File: config.mk
export PLATFORM = sky130hd
export DESIGN_NAME = tomasulo_issue_execute_writeback
export DESIGN_NICKNAME = d
export VERILOG_FILES = /design/src/tiew_pkg.sv /design/src/tiew_alu.sv /design/src/tomasulo_issue_execute_writeback.sv
export VERILOG_INCLUDE_DIRS = /design/src /design/src/src
export SDC_FILE = /design/constraint.sdc
export NUM_CORES = 2
export LEC_CHECK = 0
export BUFFER_PORTS_ARGS = -buffer_cell sky130_fd_sc_hd__buf_2
export CAP_MARGIN = 5
export CORE_MARGIN = 2
export CORE_UTILIZATION = 30
export CTS_BUF_LIST = sky130_fd_sc_hd__clkbuf_16
export CTS_CLUSTER_SIZE = 24
export DETAILED_ROUTE_END_ITERATION = 16
export PLACE_DENSITY = 0.48
export SETUP_SLACK_MARGIN = 0.3
export SLEW_MARGIN = 40
export SYNTH_ARGS = -nofsm -noshare
export SYNTH_HDL_FRONTEND = slang
export SYNTH_SLANG_ARGS = --single-unit
File: constraint.sdc
create_clock -name aclk -period 9.74 [get_ports aclk]
set_input_delay 1.948 -clock aclk [delete_from_list [all_inputs] [get_ports aclk]]
set_output_delay 1.948 -clock aclk [all_outputs]
set_load 0.01 [all_outputs]
File: src/tomasulo_issue_execute_writeback_defines.svh
// Assertion macros for the reservation station engine.
`ifndef TOMASULO_ISSUE_EXECUTE_WRITEBACK_DEFINES_SVH
`define TOMASULO_ISSUE_EXECUTE_WRITEBACK_DEFINES_SVH
`ifndef SYNTHESIS
`define TIEW_ASSERT(label, clk, rstn, prop, msg) \
    label: assert property (@(posedge clk) disable iff (!rstn) prop) else $error(msg);
`define TIEW_ASSERT_ALWAYS(label, clk, prop, msg) \
    label: assert property (@(posedge clk) prop) else $error(msg);
`else
`define TIEW_ASSERT(label, clk, rstn, prop, msg)
`define TIEW_ASSERT_ALWAYS(label, clk, prop, msg)
`endif
`endif

File: src/tiew_pkg.sv
// ---------------------------------------------------------------------------
// tiew_pkg
// Types and constants shared by the reservation station engine.
// ---------------------------------------------------------------------------
`timescale 1ns / 1ps

package tiew_pkg;

    localparam logic [1:0] OP_ADD = 2'd0;
    localparam logic [1:0] OP_SUB = 2'd1;
    localparam logic [1:0] OP_MUL = 2'd2;
    localparam logic [1:0] OP_DIV = 2'd3;

    localparam logic [1:0] CFG_ADD_LAT = 2'd0;
    localparam logic [1:0] CFG_MUL_LAT = 2'd1;
    localparam logic [1:0] CFG_DIV_LAT = 2'd2;

    localparam logic [5:0] ADD_LAT_RST = 6'd4;
    localparam logic [5:0] MUL_LAT_RST = 6'd12;
    localparam logic [5:0] DIV_LAT_RST = 6'd38;

    typedef struct packed {
        logic       issue_valid;
        logic [1:0] opcode;
        logic [3:0] dest_reg;
        logic [3:0] src_a_reg;
        logic [3:0] src_b_reg;
    } tiew_in_t;

    typedef struct packed {
        logic        kind;
        logic [3:0]  wb_reg;
        logic signed [31:0] wb_value;
        logic [2:0]  wb_station;
        logic        issue_accepted;
        logic [2:0]  issue_station;
        logic        last;
    } tiew_out_t;

    // Request / response between sequencer and the shared ALU.
    typedef struct packed {
        logic        start;
        logic [1:0]  op;
        logic [31:0] a;
        logic [31:0] b;
    } tiew_alu_req_t;

    typedef struct packed {
        logic        done;
        logic [31:0] result;
    } tiew_alu_rsp_t;

endpackage

File: src/tiew_alu.sv
// ---------------------------------------------------------------------------
// tiew_alu
// Shared arithmetic unit: add/sub/mul, signed divide
// one quotient bit per cycle (restoring).
// ---------------------------------------------------------------------------
`timescale 1ns / 1ps
`include "tomasulo_issue_execute_writeback_defines.svh"

module tiew_alu
    import tiew_pkg::*;
(
    input  logic          aclk,
    input  logic          aresetn,
    input  tiew_alu_req_t req,
    output tiew_alu_rsp_t rsp
);

    typedef enum logic [3:0] {
        A_IDLE = 4'b0001,
        A_MUL  = 4'b0010,
        A_DIV  = 4'b0100,
        A_DONE = 4'b1000
    } alu_state_t;

    alu_state_t  state_reg, state_next;
    logic [31:0] a_reg, b_reg, res_reg;
    logic [31:0] rem_reg, quo_reg;
    logic [4:0]  bit_reg;
    logic        neg_reg;
    logic [1:0]  op_reg;
    logic [32:0] trial;
    logic [31:0] rem_sh;

    assign rem_sh = {rem_reg[30:0], quo_reg[31]};
    assign trial  = {1'b0, rem_sh} - {1'b0, b_reg};

    always_comb begin
        state_next = state_reg;
        case (state_reg)
            A_IDLE: begin
                if (req.start) begin
                    if (req.op == OP_MUL) state_next = A_MUL;
                    else if (req.op == OP_DIV && req.b != 32'd0) state_next = A_DIV;
                    else state_next = A_DONE;
                end
            end
            A_MUL:   state_next = A_DONE;
            A_DIV:   if (bit_reg == 5'd31) state_next = A_DONE;
            A_DONE:  state_next = A_IDLE;
            default: state_next = A_IDLE;
        endcase
    end

    always_ff @(posedge aclk) begin
        if (!aresetn) begin
            state_reg <= A_IDLE;
        end else begin
            state_reg <= state_next;
        end
    end

    // Datapath
    always_ff @(posedge aclk) begin
        case (state_reg)
            A_IDLE: begin
                op_reg  <= req.op;
                a_reg   <= req.a;
                neg_reg <= req.a[31] ^ req.b[31];
                bit_reg <= 5'd0;
                rem_reg <= 32'd0;
                quo_reg <= req.a[31] ? (32'd0 - req.a) : req.a;
                b_reg   <= (req.op == OP_DIV && req.b[31]) ? (32'd0 - req.b) : req.b;
                case (req.op)
                    OP_ADD:  res_reg <= req.a + req.b;
                    OP_SUB:  res_reg <= req.a - req.b;
                    default: res_reg <= 32'hFFFF_FFFF;
                endcase
            end
            A_MUL: res_reg <= a_reg * b_reg;
            A_DIV: begin
                bit_reg <= bit_reg + 5'd1;
                if (!trial[32]) begin
                    rem_reg <= trial[31:0];
                    quo_reg <= {quo_reg[30:0], 1'b1};
                end else begin
                    rem_reg <= rem_sh;
                    quo_reg <= {quo_reg[30:0], 1'b0};
                end
                if (bit_reg == 5'd31) begin
                    if (!trial[32])
                        res_reg <= neg_reg ? (32'd0 - {quo_reg[30:0], 1'b1})
                                           : {quo_reg[30:0], 1'b1};
                    else
                        res_reg <= neg_reg ? (32'd0 - {quo_reg[30:0], 1'b0})
                                           : {quo_reg[30:0], 1'b0};
                end
            end
            default: ;
        endcase
    end

    assign rsp.done   = (state_reg == A_DONE);
    assign rsp.result = res_reg;

    `TIEW_ASSERT(a_div_op, aclk, aresetn, (state_reg == A_DIV) |-> (op_reg == OP_DIV), "divide state with non divide op")
    `TIEW_ASSERT(a_done_one, aclk, aresetn, (state_reg == A_DONE) |=> (state_reg == A_IDLE), "done held")
    `TIEW_ASSERT(a_mul_len, aclk, aresetn, (state_reg == A_MUL) |=> (state_reg == A_DONE), "multiply took too long")

endmodule

File: src/tomasulo_issue_execute_writeback.sv
// ---------------------------------------------------------------------------
// tomasulo_issue_execute_writeback
// Reservation station engine: one input word is one tick (issue, execute,
// writeback); results are writeback words then a summary word.
// ---------------------------------------------------------------------------
//  channel  | ports            | carries
//  input    | s_valid/s_ready  | tiew_in_t, one tick
//  result   | m_valid/m_ready  | tiew_out_t, writebacks then summary
//  config   | cfg_valid/ready  | latency register index and value
//
// A tick runs through accept, execute sweep, writeback sweep, summary and
// summary handoff, plus ALU time for each station that finishes (least for
// add/sub or divide by zero, more for multiply, most for divide) plus the
// handoff of each writeback word, more if m_ready stalls. The shared ALU and
// the station-by-station sweeps set the tick length. Reset is synchronous and
// clears all state but out_reg; s_ready is low while a tick is in progress.
`timescale 1ns / 1ps
`include "tomasulo_issue_execute_writeback_defines.svh"

module tomasulo_issue_execute_writeback
    import tiew_pkg::*;
#(
    parameter int STATIONS = 8,
    parameter int REGS     = 16
) (
    input  logic       aclk,
    input  logic       aresetn,
    input  logic       s_valid,
    output logic       s_ready,
    input  tiew_in_t   s_data,
    output logic       m_valid,
    input  logic       m_ready,
    output tiew_out_t  m_data,
    input  logic       cfg_valid,
    output logic       cfg_ready,
    input  logic [1:0] cfg_index,
    input  logic [5:0] cfg_data
);

    localparam int SW = (STATIONS > 1) ? $clog2(STATIONS) : 1;
    localparam int RW = (REGS > 1) ? $clog2(REGS) : 1;

    typedef enum logic [5:0] {
        S_IDLE  = 6'b000001,
        S_EXEC  = 6'b000010,
        S_ALU   = 6'b000100,
        S_WB    = 6'b001000,
        S_EMIT  = 6'b010000,
        S_SUMM  = 6'b100000
    } seq_state_t;

    seq_state_t state_reg, state_next;

    logic [5:0] add_lat_reg, mul_lat_reg, div_lat_reg;

    logic [31:0]   reg_value_reg   [REGS];
    logic [REGS-1:0] reg_pending_reg;
    logic [SW-1:0] reg_producer_reg [REGS];

    logic [STATIONS-1:0] busy_reg, wa_valid_reg, wb_valid_reg, rdy_reg, dly_reg;
    logic [1:0]    op_reg    [STATIONS];
    logic [RW-1:0] dest_reg  [STATIONS];
    logic [SW-1:0] wa_tag_reg [STATIONS];
    logic [SW-1:0] wb_tag_reg [STATIONS];
    logic [31:0]   opa_reg   [STATIONS];
    logic [31:0]   opb_reg   [STATIONS];
    logic [5:0]    cnt_reg   [STATIONS];
    logic [31:0]   res_reg   [STATIONS];

    logic [SW:0]   idx_reg;
    logic [SW-1:0] st;
    logic          acc_reg;
    logic [SW-1:0] ist_reg;
    tiew_out_t     out_reg;
    logic          out_valid_reg;
    logic          out_load;

    tiew_alu_req_t alu_req;
    tiew_alu_rsp_t alu_rsp;

    assign st = idx_reg[SW-1:0];

    // Lowest free station
    logic          free_found;
    logic [SW-1:0] free_idx;
    always_comb begin
        free_found = 1'b0;
        free_idx   = '0;
        for (int i = STATIONS - 1; i >= 0; i--) begin
            if (!busy_reg[i]) begin
                free_found = 1'b1;
                free_idx   = SW'(i);
            end
        end
    end

    // Execute check for the current station
    logic [5:0] lat, cnt_inc, lat_eff;
    logic       exec_go, exec_fin;
    always_comb begin
        case (op_reg[st])
            OP_ADD, OP_SUB: lat = add_lat_reg;
            OP_MUL:         lat = mul_lat_reg;
            default:        lat = div_lat_reg;
        endcase
        lat_eff  = lat;
        cnt_inc  = cnt_reg[st] + 6'd1;
        exec_go  = busy_reg[st] && !wa_valid_reg[st] && !wb_valid_reg[st] && !rdy_reg[st];
        exec_fin = exec_go && (cnt_inc >= lat_eff);
    end

    logic last_st;
    assign last_st = (idx_reg == (SW+1)'(STATIONS - 1));

    assign s_ready   = (state_reg == S_IDLE) && !out_valid_reg;
    assign cfg_ready = (state_reg == S_IDLE) && !out_valid_reg;
    assign m_valid   = out_valid_reg;
    assign m_data    = out_reg;

    // Output word load: writeback or summary, when the slot is free
    assign out_load = ((state_reg == S_EMIT) || (state_reg == S_SUMM)) &&
                      (!out_valid_reg || m_ready);

    assign alu_req.start = (state_reg == S_EXEC) && exec_fin;
    assign alu_req.op    = op_reg[st];
    assign alu_req.a     = opa_reg[st];
    assign alu_req.b     = opb_reg[st];

    tiew_alu u_alu (
        .aclk    (aclk),
        .aresetn (aresetn),
        .req     (alu_req),
        .rsp     (alu_rsp)
    );

    // Sequencer
    always_comb begin
        state_next = state_reg;
        case (state_reg)
            S_IDLE: if (s_valid && s_ready) state_next = S_EXEC;
            S_EXEC: begin
                if (exec_fin) state_next = S_ALU;
                else if (last_st) state_next = S_WB;
            end
            S_ALU: begin
                if (alu_rsp.done) state_next = last_st ? S_WB : S_EXEC;
            end
            S_WB: begin
                if (rdy_reg[st] && dly_reg[st]) state_next = S_EMIT;
                else if (last_st) state_next = S_SUMM;
            end
            S_EMIT: begin
                if (!out_valid_reg || m_ready) state_next = last_st ? S_SUMM : S_WB;
            end
            S_SUMM: if (!out_valid_reg || m_ready) state_next = S_IDLE;
            default: state_next = S_IDLE;
        endcase
    end

    always_ff @(posedge aclk) begin
        if (!aresetn) begin
            state_reg       <= S_IDLE;
            add_lat_reg     <= ADD_LAT_RST;
            mul_lat_reg     <= MUL_LAT_RST;
            div_lat_reg     <= DIV_LAT_RST;
            reg_pending_reg <= '0;
            busy_reg        <= '0;
            wa_valid_reg    <= '0;
            wb_valid_reg    <= '0;
            rdy_reg         <= '0;
            dly_reg         <= '0;
            out_valid_reg   <= 1'b0;
            idx_reg         <= '0;
            acc_reg         <= 1'b0;
            ist_reg         <= '0;
            for (int r = 0; r < REGS; r++) begin
                reg_value_reg[r]    <= '0;
                reg_producer_reg[r] <= '0;
            end
            for (int i = 0; i < STATIONS; i++) begin
                op_reg[i]     <= '0;
                dest_reg[i]   <= '0;
                wa_tag_reg[i] <= '0;
                wb_tag_reg[i] <= '0;
                opa_reg[i]    <= '0;
                opb_reg[i]    <= '0;
                cnt_reg[i]    <= '0;
                res_reg[i]    <= '0;
            end
        end else begin
            state_reg <= state_next;
            if (out_load) out_valid_reg <= 1'b1;
            else if (out_valid_reg && m_ready) out_valid_reg <= 1'b0;

            case (state_reg)
                S_IDLE: begin
                    if (cfg_valid && cfg_ready) begin
                        case (cfg_index)
                            CFG_ADD_LAT: add_lat_reg <= cfg_data;
                            CFG_MUL_LAT: mul_lat_reg <= cfg_data;
                            CFG_DIV_LAT: div_lat_reg <= cfg_data;
                            default: ;
                        endcase
                    end
                    idx_reg <= '0;
                    if (s_valid && s_ready) begin
                        acc_reg <= 1'b0;
                        ist_reg <= '0;
                        // Issue
                        if (s_data.issue_valid && free_found) begin
                            logic [RW-1:0] d, ra, rb;
                            d  = RW'(s_data.dest_reg % REGS);
                            ra = RW'(s_data.src_a_reg % REGS);
                            rb = RW'(s_data.src_b_reg % REGS);
                            acc_reg <= 1'b1;
                            ist_reg <= free_idx;
                            busy_reg[free_idx] <= 1'b1;
                            op_reg[free_idx]   <= s_data.opcode;
                            dest_reg[free_idx] <= d;
                            wa_valid_reg[free_idx] <= reg_pending_reg[ra];
                            wa_tag_reg[free_idx]   <= reg_producer_reg[ra];
                            if (!reg_pending_reg[ra]) opa_reg[free_idx] <= reg_value_reg[ra];
                            wb_valid_reg[free_idx] <= reg_pending_reg[rb];
                            wb_tag_reg[free_idx]   <= reg_producer_reg[rb];
                            if (!reg_pending_reg[rb]) opb_reg[free_idx] <= reg_value_reg[rb];
                            cnt_reg[free_idx] <= '0;
                            rdy_reg[free_idx] <= 1'b0;
                            dly_reg[free_idx] <= 1'b0;
                            reg_pending_reg[d]  <= 1'b1;
                            reg_producer_reg[d] <= free_idx;
                        end
                    end
                end
                S_EXEC: begin
                    if (exec_go) cnt_reg[st] <= exec_fin ? 6'd0 : cnt_inc;
                    if (!exec_fin) idx_reg <= last_st ? '0 : idx_reg + 1'b1;
                end
                S_ALU: begin
                    if (alu_rsp.done) begin
                        res_reg[st] <= alu_rsp.result;
                        rdy_reg[st] <= 1'b1;
                        idx_reg     <= last_st ? '0 : idx_reg + 1'b1;
                    end
                end
                S_WB: begin
                    if (rdy_reg[st] && !dly_reg[st]) dly_reg[st] <= 1'b1;
                    if (!(rdy_reg[st] && dly_reg[st])) begin
                        if (!last_st) idx_reg <= idx_reg + 1'b1;
                    end
                end
                S_EMIT: begin
                    if (!out_valid_reg || m_ready) begin
                        reg_value_reg[dest_reg[st]] <= res_reg[st];
                        if (reg_pending_reg[dest_reg[st]] &&
                            reg_producer_reg[dest_reg[st]] == st)
                            reg_pending_reg[dest_reg[st]] <= 1'b0;
                        for (int t = 0; t < STATIONS; t++) begin
                            if (busy_reg[t] && wa_valid_reg[t] && wa_tag_reg[t] == st) begin
                                opa_reg[t]      <= res_reg[st];
                                wa_valid_reg[t] <= 1'b0;
                            end
                            if (busy_reg[t] && wb_valid_reg[t] && wb_tag_reg[t] == st) begin
                                opb_reg[t]      <= res_reg[st];
                                wb_valid_reg[t] <= 1'b0;
                            end
                        end
                        busy_reg[st] <= 1'b0;
                        rdy_reg[st]  <= 1'b0;
                        dly_reg[st]  <= 1'b0;
                        out_reg.kind           <= 1'b0;
                        out_reg.wb_reg         <= 4'(dest_reg[st]);
                        out_reg.wb_value       <= res_reg[st];
                        out_reg.wb_station     <= 3'(st);
                        out_reg.issue_accepted <= 1'b0;
                        out_reg.issue_station  <= 3'd0;
                        out_reg.last           <= 1'b0;
                        if (!last_st) idx_reg <= idx_reg + 1'b1;
                    end
                end
                S_SUMM: begin
                    if (!out_valid_reg || m_ready) begin
                        out_reg.kind           <= 1'b1;
                        out_reg.wb_reg         <= 4'd0;
                        out_reg.wb_value       <= 32'sd0;
                        out_reg.wb_station     <= 3'd0;
                        out_reg.issue_accepted <= acc_reg;
                        out_reg.issue_station  <= 3'(ist_reg);
                        out_reg.last           <= 1'b1;
                    end
                end
                default: ;
            endcase
        end
    end

    `TIEW_ASSERT(a_no_input_busy, aclk, aresetn, (state_reg != S_IDLE) |-> !s_ready, "input taken mid tick")
    `TIEW_ASSERT(a_emit_free, aclk, aresetn, (state_reg == S_EMIT && (!out_valid_reg || m_ready)) |=> !busy_reg[$past(st)], "writeback did not free station")
    `TIEW_ASSERT(a_summ_last, aclk, aresetn, ($past(state_reg) == S_SUMM && state_reg == S_IDLE) |-> (out_valid_reg && out_reg.last), "summary missing")
    `TIEW_ASSERT(a_rdy_busy, aclk, aresetn, ((rdy_reg & ~busy_reg) == '0), "result on idle station")

endmodule

# == Yosys cells after proc, flatten, opt, wreduce, memory -nomap -nowiden ==
# Memories as Yosys holds them, arrays and structs flattened. A register that Yosys moved wholly into a read port is not among the register bits.
# Cells that the tools add are included.
# classes
mul,1
order_cmp,11
addsub,10
reduce_logical,111
bitwise_logic,30
n_mux,300
n_eq_ne,63
# op_table
cell,count
32-bit two-way mux,26
1-bit two-way mux,160
8-bit two-way mux,17
32-bit case mux with 2 select lines,2
32-bit OR reduction,4
1-bit by 32-bit subtractor with 32-bit output (first input constant),4
5-bit AND reduction,20
3-bit two-way mux,33
32-bit case mux with 3 select lines,1
45-bit two-way mux,2
45-bit case mux with 2 select lines,1
6-bit two-way mux,12
16-bit two-way mux,4
31-bit case mux with 2 select lines,1
4-bit two-way mux,14
1-bit logical AND,52
3-bit == test,17
8-bit case mux with 2 select lines,3
8-bit case mux with 3 select lines,2
2-bit by 1-bit != test with 1-bit output (second input constant),22
8-bit AND,5
6-bit case mux with 6 select lines,1
32-bit by 32-bit subtractor with 33-bit output,1
32-bit adder,1
59 further kinds,121
# word_totals
wordCells,579
register_bits,303
out_inout_bits,48
memories,10
ram_bits,1472
# mem_list
memory,depth,word_bits,read_ports,rd_clocked_by_memory_dff,wr,line,rtl
reg_value_reg,16,32,2,0,16,tomasulo_issue_execute_writeback.sv:56,logic [31:0] reg_value_reg [REGS];
opa_reg,8,32,1,1,8,tomasulo_issue_execute_writeback.sv:65,logic [31:0] opa_reg [STATIONS];
opb_reg,8,32,1,1,8,tomasulo_issue_execute_writeback.sv:66,logic [31:0] opb_reg [STATIONS];
res_reg,8,32,1,1,8,tomasulo_issue_execute_writeback.sv:68,logic [31:0] res_reg [STATIONS];
cnt_reg,8,6,1,1,8,tomasulo_issue_execute_writeback.sv:67,logic [5:0] cnt_reg [STATIONS];
reg_producer_reg,16,3,3,0,16,tomasulo_issue_execute_writeback.sv:58,logic [SW-1:0] reg_producer_reg [REGS];
4 more memories,--,--,--,--,--,--,

# == Longest topological paths before layout ==
# depth
word_depth,17
depth_mapped,27
depth_no_buf,25

# == Modules after synthesis ==
# A second synthesis with hierarchy kept.
# unflattened
hier_cells,8561
hier_area_um2,105862.8
# by_module_without_submodules
mod,n_inst,area_per_inst_um2,cells_each
tomasulo_issue_execute_writeback,1,77445.5,5410
tiew_alu,1,28417.3,3151

# == Least setup slack after synthesis ==
# OpenSTA, ideal clock, no wires.
# synth_timing
path_type,flip-flop to flip-flop
from,register u_alu.b_reg[3]
to,"register u_alu.res_reg[31], data pin"
path_stages_with_launch,24
slack_ns,2.460
setup_ns,0.259
required_time_ns,9.481
n_path_buf,2
t_arrival_ns,7.021
path_cell_list,edfxtp_1 clkbuf_1 clkbuf_1 and2_1 fa_1 inv_1 fa_1 fa_1 fa_1 inv_1 fa_1 fa_1 fa_1 fa_1 ha_1 and3_1 and3_1 a221o_1 a21oi_1 o31ai_1 a221oi_1 o21ai_0 xnor2_1 a211o_1
# synth_via
elab_chain_cells,4
# synth_rtl
element,line,rtl
start: declaration,tiew_alu.sv:26,"logic [31:0] a_reg, b_reg, res_reg;"
start signal: assignment,tiew_alu.sv:72,b_reg <= (req.op == OP_DIV && req.b[31]) ? (32'd0 - req.b) : req.b;
branches (longest 3 deep; another with 32-bit by 32-bit multiplier with 32-bit output),--,
32-bit case mux with 3 select lines *,tiew_alu.sv:64,case (state_reg)
end signal: assignment,tiew_alu.sv:74,OP_ADD: res_reg <= req.a + req.b;
end signal: assignment,tiew_alu.sv:91,"res_reg <= neg_reg ? (32'd0 - {quo_reg[30:0], 1'b1})"
end signal: assignment,tiew_alu.sv:94,"res_reg <= neg_reg ? (32'd0 - {quo_reg[30:0], 1'b0})"
end: declaration,tiew_alu.sv:26,
# Mark *: on every way between the ends. The select of a mux whose other input is x is not followed.
# A chain may end at the register's enable or synchronous reset.

# == Final worst setup path ==
# layout_timing
from,register u_alu.a_reg[14]
to,"register u_alu.res_reg[31], data pin"
# layout_via
elab_chain_cells,2
# layout_rtl
element,line,rtl
start: declaration,tiew_alu.sv:26,
start signal: assignment,tiew_alu.sv:67,a_reg <= req.a;
32-bit by 32-bit multiplier with 32-bit output,tiew_alu.sv:79,A_MUL: res_reg <= a_reg * b_reg;
32-bit case mux with 3 select lines,tiew_alu.sv:64,
end signal: assignment,tiew_alu.sv:74,
end signal: assignment,tiew_alu.sv:75,OP_SUB: res_reg <= req.a - req.b;
end signal: assignment,tiew_alu.sv:79,
# No other way between the ends.

==> results.cfg <==
[critical_path]
critPathBufInv = 1
cp_slowest_cell = edfxtp_1
r2r_start = u_alu.a_reg[14]$_DFFE_PP_
worstSetupEndpointType = flop
critPathMaxStageDelay_ns = 0.90
crit_chain = nand2_1, fa_1, fa_1, fa_1, fa_1, fa_1, inv_1, fa_1, fa_1, fa_1, ha_1, and3_1, and3_1, a221o_1, a21oi_1, o31ai_1, a221oi_1, o21ai_0, xnor2_1, a211o_1
critPathMostFrequentCell = fa_1
crit_family = adder cells
path_class = reg2reg
start_kind = flop
required_ns = 10.30
crit_path_max_fanout = 18
crit_arrival_ns = 8.51
startpoint = u_alu.a_reg[14]$_DFFE_PP_

[clock_network]
clock_sinks = 1777
clock_latency_ns = 0.92
cts_setup_buffers = 0
cts_buffers = 202
cts_htree_levels = 4
ctsHoldBuffers = 0
ctsResizeCount = 0
clockBufferDepth = 4
root_buffer = clkbuf_16
clkTransAtPathRegs_ns = 0.06
cts_tree = yes

[floorplan]
row_count = 217
die_width_um = 596
core_mm2 = 0.349
num_io_pins = 76
initial_core_util_pct = 30.1
die_h_um = 596
dieArea_mm2 = 0.356

[hold_path]
hp-class = reg2reg
min_from = ist_reg[2]$_SDFFE_PN0P_

[pwr]
power_density_mw_per_mm2 = 343
clkPwrFrac_pct = 18.2
switching_power_mw = 18.1
p_int_mw = 22.7
p_leak_nw = 43.5
irDropWorstVdd_uv = 1150
switching_share_pct = 44.3
power_frac_comb_pct = 58.4
pwr-share-seq_pct = 23.4

[synth]
netlist_area_mm2 = 0.105
yosys.cell_types.count = 84
synth_nets = 9150
yosysSeqAreaShare_pct = 49.8
ys.flop_type = edfxtp_1
synth-seq-cells = 1777
syn_avg_cell_area_um2 = 12.4
synthArstFlopShare_pct = 0
synthCells = 8512
synth_edf_count = 1681
yosys_warnings = 0

[routing]
drc_errors = 0
wl_per_cell_um = 27.6
drt-total-wl_um = 364000
viasPerCell = 5.43
num_vias = 71600
first_pass_iters = 6
postRouteAntennaNets = 0
initialDrtViolationCount = 7075

[grt]
grt_pass1_vias = 73700
grt_max_degree = 90
grt_overflow_total = 0
antenna_found_initial = 14
track_usage_pct = 20.1
grt_pass1_wl_um = 526000

[final_layout]
nFillCells = 34400
areaGrowthSynthToFinish_pct = 12.7
postLayoutCoreUtil_pct = 34.0
final_common_cell = edfxtp_1
fin_nets = 9074
layout-drive-gt1-share_pct = 16.4
largest_reg_flops = 512
mostFrequentLayoutCells = 1681 x edfxtp_1, 953 x nor2_1, 651 x nand2_1

[timing]
rsz0062_at_grt = no
hold_violations = 0
relSlewSlack_pct = 38.5
skew_ns = 0.133
finalWorstPathRequiredPeriod_ns = 7.95
max_freq_mhz = 126
slew_violations = 0
worst_slew_pin_slew_ns = 0.923
setup_violations = 0
finalSetupTns_ns = 0
fin_crit_sh_pct = 81.7

[place]
numPortBuffers = 75
dpl.hpwl_um = 239000
gp_congestion = 0.860

[run_status]
status = complete, no violations

[flow_run]
max_cap_viol_count = 0
-- synth_stat cells, types with 38 or more instances --
| library cell | n | area (µm²) |
|---|---|---|
| edfxtp_1 | 1681 | 50500 |
| nor2_1 | 961 | 3610 |
| nand2_1 | 668 | 2510 |
| and2_1 | 633 | 3960 |
| mux4_2 | 512 | 11500 |
| clkbuf_1 | 499 | 1870 |
| inv_1 | 474 | 1780 |
| fa_1 | 410 | 8210 |
| o22ai_1 | 401 | 2510 |
| mux2i_1 | 340 | 3400 |
| a21oi_1 | 206 | 1030 |
| ha_1 | 200 | 2500 |
| o21ai_0 | 192 | 961 |
| xnor2_1 | 179 | 1570 |
| xor2_1 | 122 | 1070 |
| dfxtp_1 | 96 | 1920 |
| mux2_2 | 82 | 923 |
| nor3_1 | 73 | 365 |
| o21ai_1 | 72 | 360 |
| nand3_1 | 67 | 335 |
| buf_1 | 66 | 248 |
| nand2b_1 | 59 | 369 |
| a21o_1 | 43 | 323 |
| buf_2 | 38 | 190 |
-- final timing paths --
check                                                    to  slack (ns)  cells past startpoint
worst max register to register  u_alu.res_reg[31]$_DFFE_PP_        1.79                     20
worst min register to register      ist_reg[2]$_SDFFE_PN0P_        0.44                      1
worst min-delay path                ist_reg[2]$_SDFFE_PN0P_        0.44                      1
worst max-delay path            u_alu.res_reg[31]$_DFFE_PP_        1.79                     20
-- logic make-up after synthesis --
family / share of synthesized area [%]
AO/OA/AOI/OAI: 6.61
XOR/XNOR: 2.53
adder cells (fa/ha/maj): 10.2
buffers and inverters: 3.96
flip-flops: 49.8
multiplexers: 15.1
AND/OR/NAND/NOR: 11.9
-- cell type report --
type,instances,area [µm²],area share [%]
repair buffers,332,2720,2.29
well taps,4599,5750,4.85
diodes,6,15.0,0.0126
flip-flops and latches,1777,52400,44.2
clock buffers,204,5100,4.30
multi-input cells,5645,49800,41.9
clock inverters,153,1090,0.922
inverters,478,1800,1.52
-- power by group through the flow --
stage	logic [mW]	clock network [mW]	registers (mW)
5_1_grt	26.2	7.82	9.62
2_1_floorplan	16.3	0	9.26
4_1_cts	23.9	7.53	9.56
3_5_place_dp	23.5	0	9.72
3_3_place_gp	23.5	0	9.72
6_report	23.8	7.41	9.55
-- routing by layer --
| metal | global-route usage, % | part of all wire [%] | wire length (µm) | vias up |
|---|---|---|---|---|
| li1 | - | - | - | 30700 |
| met1 | 27.3 | 42 | 154000 | 37500 |
| met2 | 32.9 | 47 | 171000 | 2859 |
| met3 | 3.23 | 7.4 | 27000 | 542 |
| met4 | 6.26 | 3.3 | 11900 | 8 |
| met5 | 0 | 0.016 | 58 | - |
-- stage by stage --
stage	setup WS, ns	cells	hold slack (ns)	total power, mW	area [µm²]
detailed placement	1.76	12800	0.431	33.2	112000
floorplan	2.46	8512	0.415	25.6	105000
global placement	1.72	12800	0.425	33.2	112000
global route	1.47	13200	0.459	43.6	119000
CTS	1.72	13200	0.445	41.0	119000
finish	1.79	13200	0.443	40.7	119000
(Power assumes the default switching activity.)
